### config.mk
export PLATFORM = sky130hd
export DESIGN_NAME = prq_queue
export DESIGN_NICKNAME = d
export VERILOG_FILES = /design/src/hdl/prq_pkg.sv /design/src/hdl/prq_queue.sv
export SDC_FILE = /design/constraint.sdc
export NUM_CORES = 1
export LEC_CHECK = 0
export ABC_AREA = 1
export BUFFER_PORTS_ARGS = -buffer_cell sky130_fd_sc_hd__buf_4
export CAP_MARGIN = 30
export CORE_ASPECT_RATIO = 1.5
export CORE_MARGIN = 4
export CORE_UTILIZATION = 43
export DETAILED_ROUTE_END_ITERATION = 6
export PLACE_DENSITY = 0.65
export SLEW_MARGIN = 20
export SYNTH_ARGS = -nofsm -noshare
export SYNTH_HDL_FRONTEND = slang
export SYNTH_SLANG_ARGS = --single-unit
### constraint.sdc
create_clock -name clk -period 2.45 [get_ports clk]
set_input_delay 0.245 -clock clk [delete_from_list [all_inputs] [get_ports clk]]
set_output_delay 0.245 -clock clk [all_outputs]
set_load 0.05 [all_outputs]
### src/hdl/prq_pkg.sv
package prq_pkg;

  localparam int MID_DEPTH = 4;
  localparam int OUT_DEPTH = 8;

  localparam logic [30:0] POS_SCALE_RESET = 31'd1073741824;
  localparam logic signed [5:0] IDENTITY_SHIFT_RESET = 6'sd0;

  localparam logic REG_POS_SCALE = 1'b0;
  localparam logic REG_IDENTITY_SHIFT = 1'b1;

  typedef struct packed {
    logic signed [31:0] operand;
    logic [30:0] multiplier;
    logic signed [5:0] shift;
  } item_t;

endpackage

### src/hdl/prq_queue.sv
module prq_queue #(
  parameter int WIDTH = 16,
  parameter int DEPTH = prq_pkg::MID_DEPTH
) (
  input  logic             clk,
  input  logic             rst,
  input  logic             push,
  input  logic [WIDTH-1:0] push_data,
  output logic             full,
  input  logic             pop,
  output logic [WIDTH-1:0] pop_data,
  output logic             empty
);

  localparam int AW = $clog2(DEPTH);
  localparam int CW = $clog2(DEPTH + 1);

  logic [WIDTH-1:0] mem [DEPTH];
  logic [AW-1:0] wr_ptr;
  logic [AW-1:0] rd_ptr;
  logic [CW-1:0] count;
  logic do_push;
  logic do_pop;

  assign full = (count == CW'(DEPTH));
  assign empty = (count == '0);
  assign do_push = push && !full;
  assign do_pop = pop && !empty;
  assign pop_data = mem[rd_ptr];

  always_ff @(posedge clk) begin
    if (do_push) begin
      mem[wr_ptr] <= push_data;
    end
  end

  always_ff @(posedge clk) begin
    if (rst) begin
      wr_ptr <= '0;
      rd_ptr <= '0;
      count <= '0;
    end else begin
      if (do_push) begin
        wr_ptr <= (wr_ptr == AW'(DEPTH - 1)) ? '0 : wr_ptr + 1'b1;
      end
      if (do_pop) begin
        rd_ptr <= (rd_ptr == AW'(DEPTH - 1)) ? '0 : rd_ptr + 1'b1;
      end
      count <= count + CW'(do_push) - CW'(do_pop);
    end
  end

endmodule

Word-level counts from Yosys, hierarchy flattened
Memory sizes are Yosys's and may differ from the RTL's. A register that Yosys moved wholly into a read port is not among the register bits.
Cells that the tools add are included.
W data, S select, Z words.
{ "op_classes": {"addsub": 4, "eq_ne": 3, "muxes": 6, "reduce_logical": 5} }
{ "op_table": {"columns": ["cell", "n"], "rows": [
  ["$mux W2", 4],
  ["$add A2 B1 Y2 const B", 2],
  ["$eq A2 B2 Y1 const B", 2],
  ["$add A3 B1 Y3", 1],
  ["$eq A3 B3 Y1 const B", 1],
  ["$logic_not A3 Y1", 1],
  ["$sub A3 B1 Y3", 1],
  ["$logic_and A1 B1 Y1", 2],
  ["$logic_not A1 Y1", 2],
  ["$mux W1", 2]
]} }
{ "totals": {"ff_bits": 7, "mem_bits_rw": 64, "inputBits": 20, "out_inout_bits": 18, "n_memories": 1} }
{ "mem_list": {"columns": ["name", "depth", "width", "read_ports", "rd_ports_with_merged_regs", "wr", "line_no", "text"], "rows": [
  ["mem", 4, 16, 1, 1, 1, "prq_queue.sv:18", "logic [WIDTH-1:0] mem [DEPTH];"]
]} }

Logic depth before layout (Yosys ltp)
{ "logic_depth": {"word_depth": 5, "depth_mapped": 11, "ltp_nobuf": 11} }

Worst setup path before layout
Ideal clock, no wire load.
{ "synth_path": {"path_type": "reg2reg", "start": "register count[1]", "end": "register count[2]", "arrival_ns": 1.964, "setup_slack_ns": 0.373, "stages_incl_launch_ff": 11, "synth_period_minus_slack_ns": 2.077, "path_cell_list": "dfxtp_1 -> nor2_1 -> nand2_1 -> inv_1 -> nor2_1 -> ha_1 -> inv_1 -> ha_1 -> fa_1 -> nor2_1 -> nor2_1"} }
{ "synth_via": {"elab_cells_between_ends": 8} }
{ "synth_rtl": {"columns": ["element", "line_no", "text"], "rows": [
  ["start: declaration", "prq_queue.sv:21", "logic [CW-1:0] count;"],
  ["start signal: assignment", "prq_queue.sv:49", "count <= count + CW'(do_push) - CW'(do_pop);"],
  ["$logic_not A3 Y1", "prq_queue.sv:26", "assign empty = (count == '0);"],
  ["via empty", "prq_queue.sv:12", "output logic empty"],
  ["$logic_not A1 Y1", "prq_queue.sv:28", "assign do_pop = pop && !empty;"],
  ["$logic_and A1 B1 Y1", "prq_queue.sv:28", null],
  ["$sub A3 B1 Y3", "prq_queue.sv:49", null]
]} }
The timed path passes the listed nets, and every way through them passes these cells.
A chain may end at the register's enable or synchronous reset.

Final worst setup path
{ "layout_path": {"start": "register count[1]", "end": "register count[2]"} }
{ "layout_via": {"elab_chain_len": 5, "elab_cells_between_ends": 8} }
{ "layout_lines": {"columns": ["element", "line_no", "text"], "rows": [
  ["$eq A3 B3 Y1", "prq_queue.sv:25", "assign full = (count == CW'(DEPTH));"],
  ["$logic_not A1 Y1", "prq_queue.sv:27", "assign do_push = push && !full;"],
  ["$logic_and A1 B1 Y1", "prq_queue.sv:27", null],
  ["$add A3 B1 Y3", "prq_queue.sv:49", null],
  ["$sub A3 B1 Y3 *", "prq_queue.sv:49", null]
]} }
Mark *: on every way between the ends. The rest lies on a longest branch, timed or not.

==> results.yml <==
logic_synthesis:
  postSynthCellCount: 221
  leading_area_contributor_after_synthesis: "edfxtp_1"
  mappedNetlistNets: 249
  yosysSeqAreaShare: 0.738
  synth.cell_area_sq_mm: 0.00285
  synth.yosys.warnings: 0
  ys_top_cells_by_area: "edfxtp_1, dfxtp_1, nor2_1"
  synth_top_area_share: 0.675
  synth.lib_cells_used.distinct: 18
  avg_cell_area_syn_sq_um: 12.9
  postSynthRegisterBits: 73
hold_path:
  min_to: "count[0]"
  timing.hold.worst.class: "in2reg"
  holdCritStartpoint: "rst"
  min_delay_path_depth: 2
placement:
  gpl.final_weighted_congestion: 0.674
  worst_setup_slack_post_dpl_ns: 0.517
  buffer_ports.inserted: 37
  detailedPlacementHpwl_mm: 3.14
floorplanning:
  die_height_um: 108
  io-pin-count: 38
  placeableCoreArea_sq_mm: 0.00649
  std_cell_rows: 36
  dieWidth_um: 74.4
  floorplan.initialDensity: 0.439
  die_area_sq_mm: 0.00802
cts:
  ctsResizeCount: 0
  clk-insertion-delay-late_ns: 0.33
  clk_pin_slew_worst_paths_ns: 0.06
  cts_made_buffers: 9
  htree_levels: 3
  cts_tree: "built"
  cts_post_setup_buffers_inserted: 0
  numClockSinks: 73
  holdBufCountCts: 0
  clockRootBuffer: "clkbuf_8"
  clock_path_buffers: 2
sta:
  timing.final.crit_share: 0.793
  finalHoldViolCount: 0
  timing.final.crit_period_ns: 1.94
  worst_clock_skew_ns: 0.00966
  fin_setup_tns_ns: 0
  fin_ws_ns: 0.508
  report.final.setup_viol: 0
  worst_slew_pin_slew_ns: 0.569
  unrepaired_setup_endpoints_after_global_routing: "false"
  count_of_final_max_slew_check_failures: 0
  max_freq_mhz: 515
  worst_slew_margin_rel: 0.620
detailed_routing:
  drt_first_iter_violations: 133
  drt_pre_antenna_iters: 6
  average_wire_length_per_cell_after_detail_routing_um: 14.9
  wirelength_mm: 5.16
  remaining_drc_errors: 0
  route.antenna.remaining_nets: 0
  avgViaCountPerCell: 5.05
  vias: 1751
global_routing:
  grt_pass1_wl_mm: 8.11
  antenna_found_initial: 0
  grt_pass1_vias: 1758
  groute.usage.overall: 0.140
  grt_overflow_total: 0
  maximum_number_of_pins_on_one_net_before_global_route_repair: 33
flow_run:
  maxCapViolCount: 0
power_and_ir_drop:
  power_density_mw_per_mm2: 1240
  worst_ir_drop_vdd_uv: 1230
  static-leakage-power_uw: 0.00131
finish:
  antenna_cells: 0
  final.fill_count: 569
  synthToLayoutAreaGrowth_pct: 20.3
  seqCellArea_sq_mm: 0.00210
  area_of_the_multi_input_gates_sq_um: 638
  drive_gt1_frac: 0.218
  num-nets-final: 295
critical_path:
  r2r_setup_slack_ns: 0.51
  r2r_cells: 10
  worstPathArrival_ns: 2.17
  worst_r2r_endpoint: "count[2]"
  cp-end-kind: "register"
  critPathMaxFanout: 5
  timing.setup.critical_path_class: "reg2reg"
  crit_path_start_kind: "register"
  worstPathRequired_ns: 2.67
  regToRegStartpoint: "count[1]"
run_status:
  status: "finished clean"
==> through the flow <==
stage	util	hold WS (ns)	instances	power, uW	area, sq um
finish	0.528	0.0862	347	4250	3430
global route	0.528	0.0792	347	4500	3430
CTS	0.528	0.0667	347	4310	3430
detailed placement	0.497	0.427	332	3350	3230
global placement	0.497	0.424	332	3310	3230
floorplan	-	0.316	221	2840	2850
==> synthesized netlist by cell type <==
master    count
edfxtp_1     64
nor2_1       48
o21ai_0      18
inv_1        16
o22ai_1      16
o21ai_1      14
dfxtp_1       9
nand2_1       9
buf_2         8
ha_1          7
a21oi_1       3
inv_2         2
nand3b_1      2
fa_1          1
nand2_2       1
nand3_1       1
or2_2         1
xnor2_1       1
==> metal layers <==
layer  up-vias  share of wire  GRT usage
li1        874              -          -
met1       831           0.39      0.156
met2        39           0.53      0.237
met3         7          0.057     0.0458
met4         0          0.016     0.0611
met5         -              0          0
==> power breakdown <==
group	internal, uW	switching [uW]	leakage, uW
registers	1540	57.0	0.000661
clock network	564	395	0.000101
logic	493	1210	0.000545
==> state kept, by name (all words and copies together), names as in the netlist, named ones only <==
name	cells
count	3
rd_ptr	2
wr_ptr	2
mem	64
==> critical path, stage by stage, from the launching register on <==
cell and delay [ns]:
dfxtp_1 0.33, nor2_1 0.16, nand2_1 0.14, inv_1 0.12, nor2_1 0.05, ha_1 0.26, inv_1 0.04, ha_1 0.18
fa_1 0.39, nor2_1 0.12, nor2_1 0.05
==> how the worst max path moves through the flow <==
stage / from / end / slack, ns / cells after the start
2_1_floorplan: count[1] / count[2] / 0.37 / 10
3_3_place_gp: count[1] / count[2] / 0.64 / 10
3_5_place_dp: count[1] / count[2] / 0.52 / 10
4_1_cts: register / pop_data[4] / 0.50 / 4
5_1_grt: count[1] / count[2] / 0.32 / 11
6_report: count[1] / count[2] / 0.51 / 10
==> layout by cell type (no fill, tap or decap) <==
cell | Yosys | final
buf_4 | 0 | 43
or2_2 | 1 | 1
nand3b_1 | 2 | 2
clkbuf_8 | 0 | 9
inv_2 | 2 | 2
o21ai_1 | 14 | 14
o21ai_0 | 18 | 18
nand2_1 | 9 | 9
clkinv_1 | 0 | 1
clkinv_2 | 0 | 1
a21oi_1 | 3 | 3
edfxtp_1 | 64 | 64
inv_1 | 16 | 16
fa_1 | 1 | 1
nand3_1 | 1 | 1
clkbuf_1 | 0 | 2
ha_1 | 7 | 7
nor2_1 | 48 | 48
bufinv_16 | 0 | 2
xnor2_1 | 1 | 1
o22ai_1 | 16 | 16
nand2_2 | 1 | 1
dfxtp_1 | 9 | 9
==> logic make-up (layout without fill, tap and decap cells) <==
kind of cell | count (synthesis) | in the layout | synth area share
buf+inv | 26 | 76 | 0.0378
xor+xnor | 1 | 1 | 0.00308
simple gates | 62 | 62 | 0.0866
fa+ha+maj | 8 | 8 | 0.0378
flops | 73 | 73 | 0.738
compound gates | 51 | 51 | 0.0967
==> layout make-up <==
type / instances / area share
Inverter: 18 / 0.0197
Multi-Input combinational cell: 122 / 0.186
Clock inverter: 4 / 0.0201
Tap cell: 76 / 0.0278
Clock buffer: 11 / 0.0383
Timing Repair Buffer: 43 / 0.0942
Sequential cell: 73 / 0.614
No activity file was read; power rests on OpenSTA's default activity.
