File: src/hdl/prq_pkg.sv
package prq_pkg;

  localparam int MID_DEPTH = 4;
  localparam int OUT_DEPTH = 8;

  localparam logic [30:0] POS_SCALE_RESET = 31'd1073741824;
  localparam logic signed [5:0] IDENTITY_SHIFT_RESET = 6'sd0;

  localparam logic REG_POS_SCALE = 1'b0;
  localparam logic REG_IDENTITY_SHIFT = 1'b1;

  typedef struct packed {
    logic signed [31:0] operand;
    logic [30:0] multiplier;
    logic signed [5:0] shift;
  } item_t;

endpackage

File: src/hdl/prq_front.sv
module prq_front (
  input  logic signed [15:0] input_value,
  input  logic signed [15:0] alpha_value,
  input  logic [30:0]        alpha_scale,
  input  logic signed [5:0]  alpha_shift,
  input  logic [30:0]        pos_scale,
  input  logic signed [5:0]  identity_shift,
  output prq_pkg::item_t     item
);

  logic signed [31:0] scaled;

  assign scaled = 32'(input_value) * 32'(alpha_value);

  always_comb begin
    if (input_value[15]) begin
      item.operand = scaled;
      item.multiplier = alpha_scale;
      item.shift = alpha_shift;
    end else begin
      item.operand = {{16{input_value[15]}}, input_value};
      item.multiplier = pos_scale;
      item.shift = identity_shift;
    end
  end

endmodule

File: config.mk
export PLATFORM = sky130hd
export DESIGN_NAME = prq_front
export DESIGN_NICKNAME = d
export VERILOG_FILES = /design/src/hdl/prq_pkg.sv /design/src/hdl/prq_front.sv
export SDC_FILE = /design/constraint.sdc
export NUM_CORES = 1
export LEC_CHECK = 0
export ABC_AREA = 0
export BUFFER_PORTS_ARGS = -buffer_cell sky130_fd_sc_hd__buf_2
export CAP_MARGIN = 15
export CORE_MARGIN = 5
export CORE_UTILIZATION = 50
export DETAILED_ROUTE_END_ITERATION = 8
export GPL_ROUTABILITY_DRIVEN = 0
export PLACE_DENSITY = 0.72
export SETUP_SLACK_MARGIN = 0.2
export SYNTH_ARGS = -nofsm -noshare
export SYNTH_HDL_FRONTEND = slang
export SYNTH_SLANG_ARGS = --single-unit
File: constraint.sdc
create_clock -name vclk -period 30.3
set_input_delay 7.575 -clock vclk [all_inputs]
set_output_delay 7.575 -clock vclk [all_outputs]
set_load 0.02 [all_outputs]
== Word level (Yosys, flattened, before mapping) ==
Cells that the tools add are included.

* Multiplexer cells: 1
* Multipliers: 1

{| class="wikitable"
|+ Operator list
! cell !! number
|-
| 2-to-1 mux 69 bit || 1
|-
| multiplier 16 x 16 -> 32 bit || 1
|}

* Register bits after elaboration: 0
* Word-level logic and storage cells: 2
* Input bits: 106
* Output and inout port bits: 69

== Logic depth before layout (Yosys ltp) ==
Gate-level depths: netlist of run 1.

* Word-level depth: 2
* Depth in mapped cells: 22
* Mapped depth without buffers: 19

== Worst setup path before layout of run 1 ==
Ideal clock, no wire load.

* Path kind: input to output
* Start: input input_value[15]
* End: output item[66] (netlist bit)
* Path buffers: 3
* Cell stages on the path: 17
* Path slack: 9210 ps
* Data required time: 22725 ps
* Data arrival time: 13515 ps
* Path through: buf_1 > clkbuf_1 > nand2_1 > inv_1 > fa_1 > fa_1 > fa_1 > fa_1 > fa_1 > fa_1 > ha_1 > buf_2 > a21o_1 > a221o_1 > a21o_1 > o31ai_1 > mux2i_1

{| class="wikitable"
|+ RTL lines
! item !! RTL line !! text
|-
| start, declared || prq_front.sv:2 || <nowiki>input logic signed [15:0] input_value,</nowiki>
|-
| end, declared || prq_front.sv:8 || <nowiki>output prq_pkg::item_t item</nowiki>
|}

==> results.cfg, run 1 <==
[synthesis]
synthesis.area_um2 = 10700
syn_nets = 1641
syn_avg_cell_area_um2 = 8.99
synthMuxAreaShare = 0.0560
synth-simple-area-share = 0.163
synth_compound_area_frac = 0.0638
synth_top_family_by_area = adder cells
yosysUniqueCellTypes = 57
ys_seq_area_frac = 0
synth_xor_area_frac = 0.0147
yosysWarnings = 0
synth_cells = 1191
synthAdderAreaFrac = 0.586

[finish]
fill_cells = 1907
post-route-util = 0.560
syn2layout_area_growth_pct = 9.92
drive_gt1_frac = 0.178
seqCellArea_um2 = 0
n_sequential_cell = 0
antenna_cells = 0
nClkBuffers = 0
num-nets-final = 1775

[sta]
fin_crit_sh = 0.697
finalCriticalPeriod_ns = 21.12
hold_violations = 0
setup_viol = 0
final_max_slew_viol_count = 0
fin_ws_ns = 9.18
maxSlewHeadroom = 0.449
fin_tns_setup_ns = 0
clock.fmax_mhz = 47.4
tightest_slew_ns = 0.826
grt_setup_unrepaired = no
hold_slack_ns = 15.50

[route]
ant_nets = 0
via_count = 8423
totalWireLength_um = 26600
drc = 0
dr.pass1.iters = 5
vias_per_cell = 5.27
drtIter0Drc = 459
wire_per_inst_um = 16.7

[worst_setup_path]
crit_path_start = alpha_value[1]
criticalPathCategory = in2out
worstSetupEndpointType = output port
crit_fanout = 16
cp_data_arrival_time_ns = 13.54
critPathLaunchType = primary input
crit_required_ns = 22.73

[clock_tree]
cts_resized = 0
holdBufCountCts = 0
post-cts-setup-buffers = 0

[grt]
grt-ovfl-total = 0
grt_max_degree = 70
grt_pass1_wl_um = 45600
antenna_found_initial = 0
grtUsageTotal = 0.227
grt_pass1_vias = 9220

[worst_hold_path]
hold_depth = 3
min_to = item[0]
worst_hold_path_type = in2out
min_from = identity_shift[0]

[floorplan]
io_pins = 175
dieArea_um2 = 24400
start_util = 0.509
floorplan.rows = 53
die_w_um = 156
fp.dieH_um = 156
coreArea_um2 = 21000

[placed_design]
pre_cts_slack_ns = 9.23
numPortBuffers = 175
dp_hpwl_um = 23400

[job]
cap_viol_max_count = 0

[run_status]
run_status = complete, no violations
-- metal layers --
layer  up-vias  part of all wire  global-route usage
li1       3834                 -                   -
met2       279              0.52               0.406
met4         0             0.016              0.0372
met5         -                 0                   0
met3        31             0.050              0.0105
met1      4279              0.41               0.314
-- worst max-delay path, stage by stage --
cell and delay [ns]:
buf_2 0.20, nand2_1 0.15, inv_1 0.09, fa_1 0.76
fa_1 0.51, fa_1 0.54, fa_1 0.51, fa_1 0.52
inv_1 0.05, fa_1 0.48, inv_1 0.06, ha_1 0.38
a21o_1 0.22, a211o_1 0.37, a41o_1 0.30, a2111o_1 0.42
nand3_2 0.10, o211ai_2 0.11, buf_2 0.18
-- per-stage QoR --
| stage | std cells | cell area, µm² |
|---|---|---|
| detailed placement | 1598 | 11800 |
| CTS | 1598 | 11800 |
| global placement | 1598 | 11800 |
| global route | 1598 | 11800 |
| floorplan | 1191 | 10700 |
| finish | 1598 | 11800 |
-- area by class of cell --
| class | count | area, µm² | area share |
|---|---|---|---|
| repair buffers | 176 | 886 | 0.0753 |
| well taps | 275 | 344 | 0.0292 |
| multi-input cells | 860 | 9460 | 0.804 |
| inverters | 287 | 1080 | 0.0916 |
-- cell families (layout without fill, tap and decap cells) --
group / after synthesis / in the layout
adder cells (fa/ha/maj): 344 / 344
XOR/XNOR: 18 / 18
AND/OR/NAND/NOR: 348 / 348
AO/OA/AOI/OAI: 96 / 96
multiplexers: 54 / 54
buffers and inverters: 331 / 463
-- how the worst max path moves through the flow --
stage               cells after the start  slack, ns  endpoint
finish                                 19       9.18  item[67]
global route                           19       8.92  item[67]
CTS                                    19       9.21  item[67]
detailed placement                     19       9.23  item[67]
global placement                       19       9.23  item[67]
floorplan                              17       9.21  item[66]
-- cells in the final DEF, fill, tap and decap left out, types with 2 or more instances in the layout --
| cell | netlist | layout |
|---|---|---|
| a211oi_1 | 3 | 3 |
| nand2_1 | 146 | 146 |
| mux2_2 | 47 | 47 |
| and2_1 | 126 | 126 |
| o211ai_1 | 2 | 2 |
| a21oi_1 | 26 | 26 |
| or3_1 | 3 | 3 |
| and3_1 | 3 | 3 |
| a31oi_2 | 2 | 2 |
| mux2i_1 | 7 | 7 |
| a21o_1 | 8 | 8 |
| xnor2_1 | 17 | 17 |
| a21oi_2 | 2 | 2 |
| nor2b_1 | 2 | 2 |
| a211o_1 | 3 | 3 |
| ha_1 | 82 | 82 |
| o31a_1 | 2 | 2 |
| buf_2 | 2 | 174 |
| a2111o_1 | 2 | 2 |
| o31ai_1 | 4 | 4 |
| o21bai_1 | 3 | 3 |
| fa_1 | 262 | 262 |
| a221o_1 | 2 | 2 |
| nand3_1 | 8 | 8 |
| buf_4 | 0 | 2 |
| inv_1 | 287 | 287 |
| o21ai_1 | 8 | 8 |
| o21ai_0 | 5 | 5 |
| nor4_1 | 3 | 3 |
| a31oi_1 | 5 | 5 |
| nand4_1 | 3 | 3 |
| o21a_1 | 5 | 5 |
| nand2b_1 | 16 | 16 |
| nor3_1 | 9 | 9 |
| nor2_1 | 23 | 23 |
-- Yosys cell counts (all sizes together), types with 5 or more instances --
cell type	n	area [µm²]
clkbuf	39	146
fa	262	5250
a21oi	28	148
xnor2	17	149
nor3	9	45.0
a21o	8	60.1
o31ai	5	42.5
nand2b	16	100
nor2	23	86.3
mux2	47	529
buf	5	21.3
nand3	9	50.1
ha	82	1030
nand2	146	548
a31oi	7	56.3
o21ai	13	65.1
mux2i	7	70.1
and2	126	788
inv	287	1080
o21a	6	46.3
Power of run 1 is not shown: default switching activity piles up to over one toggle a cycle in this logic, so the estimate is an artifact.
==> run 2, diff against run 1 <==
PLACE_DENSITY = 0.75   (was 0.72)
clock period = 18.3 ns   (was 30.3 ns; I/O delays follow)
==> results.cfg, run 2 (synthesis results as in run 1) <==
[sta]
clock.fmax_mhz = 64.1
finalCriticalPeriod_ns = 15.60
fin_tns_setup_ns = 0
setup_viol = 0
maxSlewHeadroom = 0.368
final_max_slew_viol_count = 0
hold_violations = 0
tightest_slew_ns = 0.948
grt_setup_unrepaired = no
fin_crit_sh = 0.853

[placed_design]
dp_hpwl_um = 25100
numPortBuffers = 175

[finish]
num-nets-final = 1774
antenna_cells = 0
n_sequential_cell = 0
nClkBuffers = 0
syn2layout_area_growth_pct = 9.85
layout_common_cells = inv_1 (287), fa_1 (262), buf_2 (174), nand2_1 (146), and2_1 (126)
seqCellArea_um2 = 0
drive_gt1_frac = 0.178
final_common_cell = inv_1

[grt]
grt_pass1_wl_um = 49000
antenna_found_initial = 4
grt_max_degree = 87
grt_pass1_vias = 9460
grtUsageTotal = 0.250
grt-ovfl-total = 0

[worst_hold_path]
hold_depth = 3
min_to = item[19]
worst_hold_path_type = in2out
min_from = pos_scale[13]

[worst_setup_path]
crit_fanout = 86
crit_required_ns = 13.73
criticalPathCategory = in2out
slowest_delay_ns = 0.90
slowest_stage = fa_1
path_delay_family = adder cells
cpMostUsedCell = fa_1
cp_data_arrival_time_ns = 11.03
worstPathCellList = buf_4, nand2_1, inv_1, fa_1, fa_1, fa_1, fa_1, fa_1, fa_1, ha_1, a21o_1, a221o_1, a21o_1, o31ai_1, mux2i_1, buf_2
worstSetupEndpointType = output port
cp_num_buf_inv = 3
critPathLaunchType = primary input

[floorplan]
io_pins = 175
die_w_um = 156
coreArea_um2 = 21000
start_util = 0.509
floorplan.rows = 53
dieArea_um2 = 24400
fp.dieH_um = 156

[route]
drtIter0Drc = 517
wire_per_inst_um = 18.3
drc = 0
ant_nets = 0
via_count = 8637
dr.pass1.iters = 6
vias_per_cell = 5.41
totalWireLength_um = 29200

[run_status]
run_status = complete, no violations

[job]
cap_viol_max_count = 0

[clock_tree]
cts_resized = 0
post-cts-setup-buffers = 0
holdBufCountCts = 0
## run 2: cell types whose count changed in the layout (fill, tap and decap cells not counted), sizes merged
cell	delta
buf	-1
## run 2: stage by stage
| stage | utilization | area (µm²) | hold WS, ns | setup slack [ns] | instances |
|---|---|---|---|---|---|
| detailed placement | 0.559 | 11800 | 9.50 | 2.69 | 1597 |
| global route | 0.559 | 11800 | 9.51 | 2.34 | 1597 |
| CTS | 0.559 | 11800 | 9.50 | 2.66 | 1597 |
| global placement | 0.559 | 11800 | 9.49 | 2.76 | 1597 |
| finish | 0.559 | 11800 | 9.49 | 2.70 | 1597 |
| floorplan | - | 10700 | 9.32 | 3.21 | 1191 |
## run 2: worst max path at each step
stage | to | cells past startpoint | slack, ns | start
after CTS | item[64] | 18 | 2.66 | input_value[15]
after global placement | item[66] | 16 | 2.76 | input_value[15]
after floorplan | item[66] | 17 | 3.21 | input_value[15]
final | item[66] | 16 | 2.70 | input_value[15]
after global routing | item[64] | 18 | 2.34 | input_value[15]
after detailed placement | item[64] | 18 | 2.69 | input_value[15]
## run 2: routing by layer
metal  GRT usage  part of all wire  vias up  wire (µm)
met5           0           0.00096        -         28
met1       0.339              0.40     4350      11700
met2       0.423              0.49      388      14300
met4      0.0653             0.029        6        844
li1            -                 -     3839          -
met3      0.0362             0.079       54       2310
## run 2: layout make-up
| type | count | area, µm² |
|---|---|---|
| Inverter | 287 | 1080 |
| Fill cell | 1917 | 9260 |
| Timing Repair Buffer | 175 | 878 |
| Tap cell | 275 | 344 |
| Multi-Input combinational cell | 860 | 9460 |
Power of run 2 is left out for the same reason.
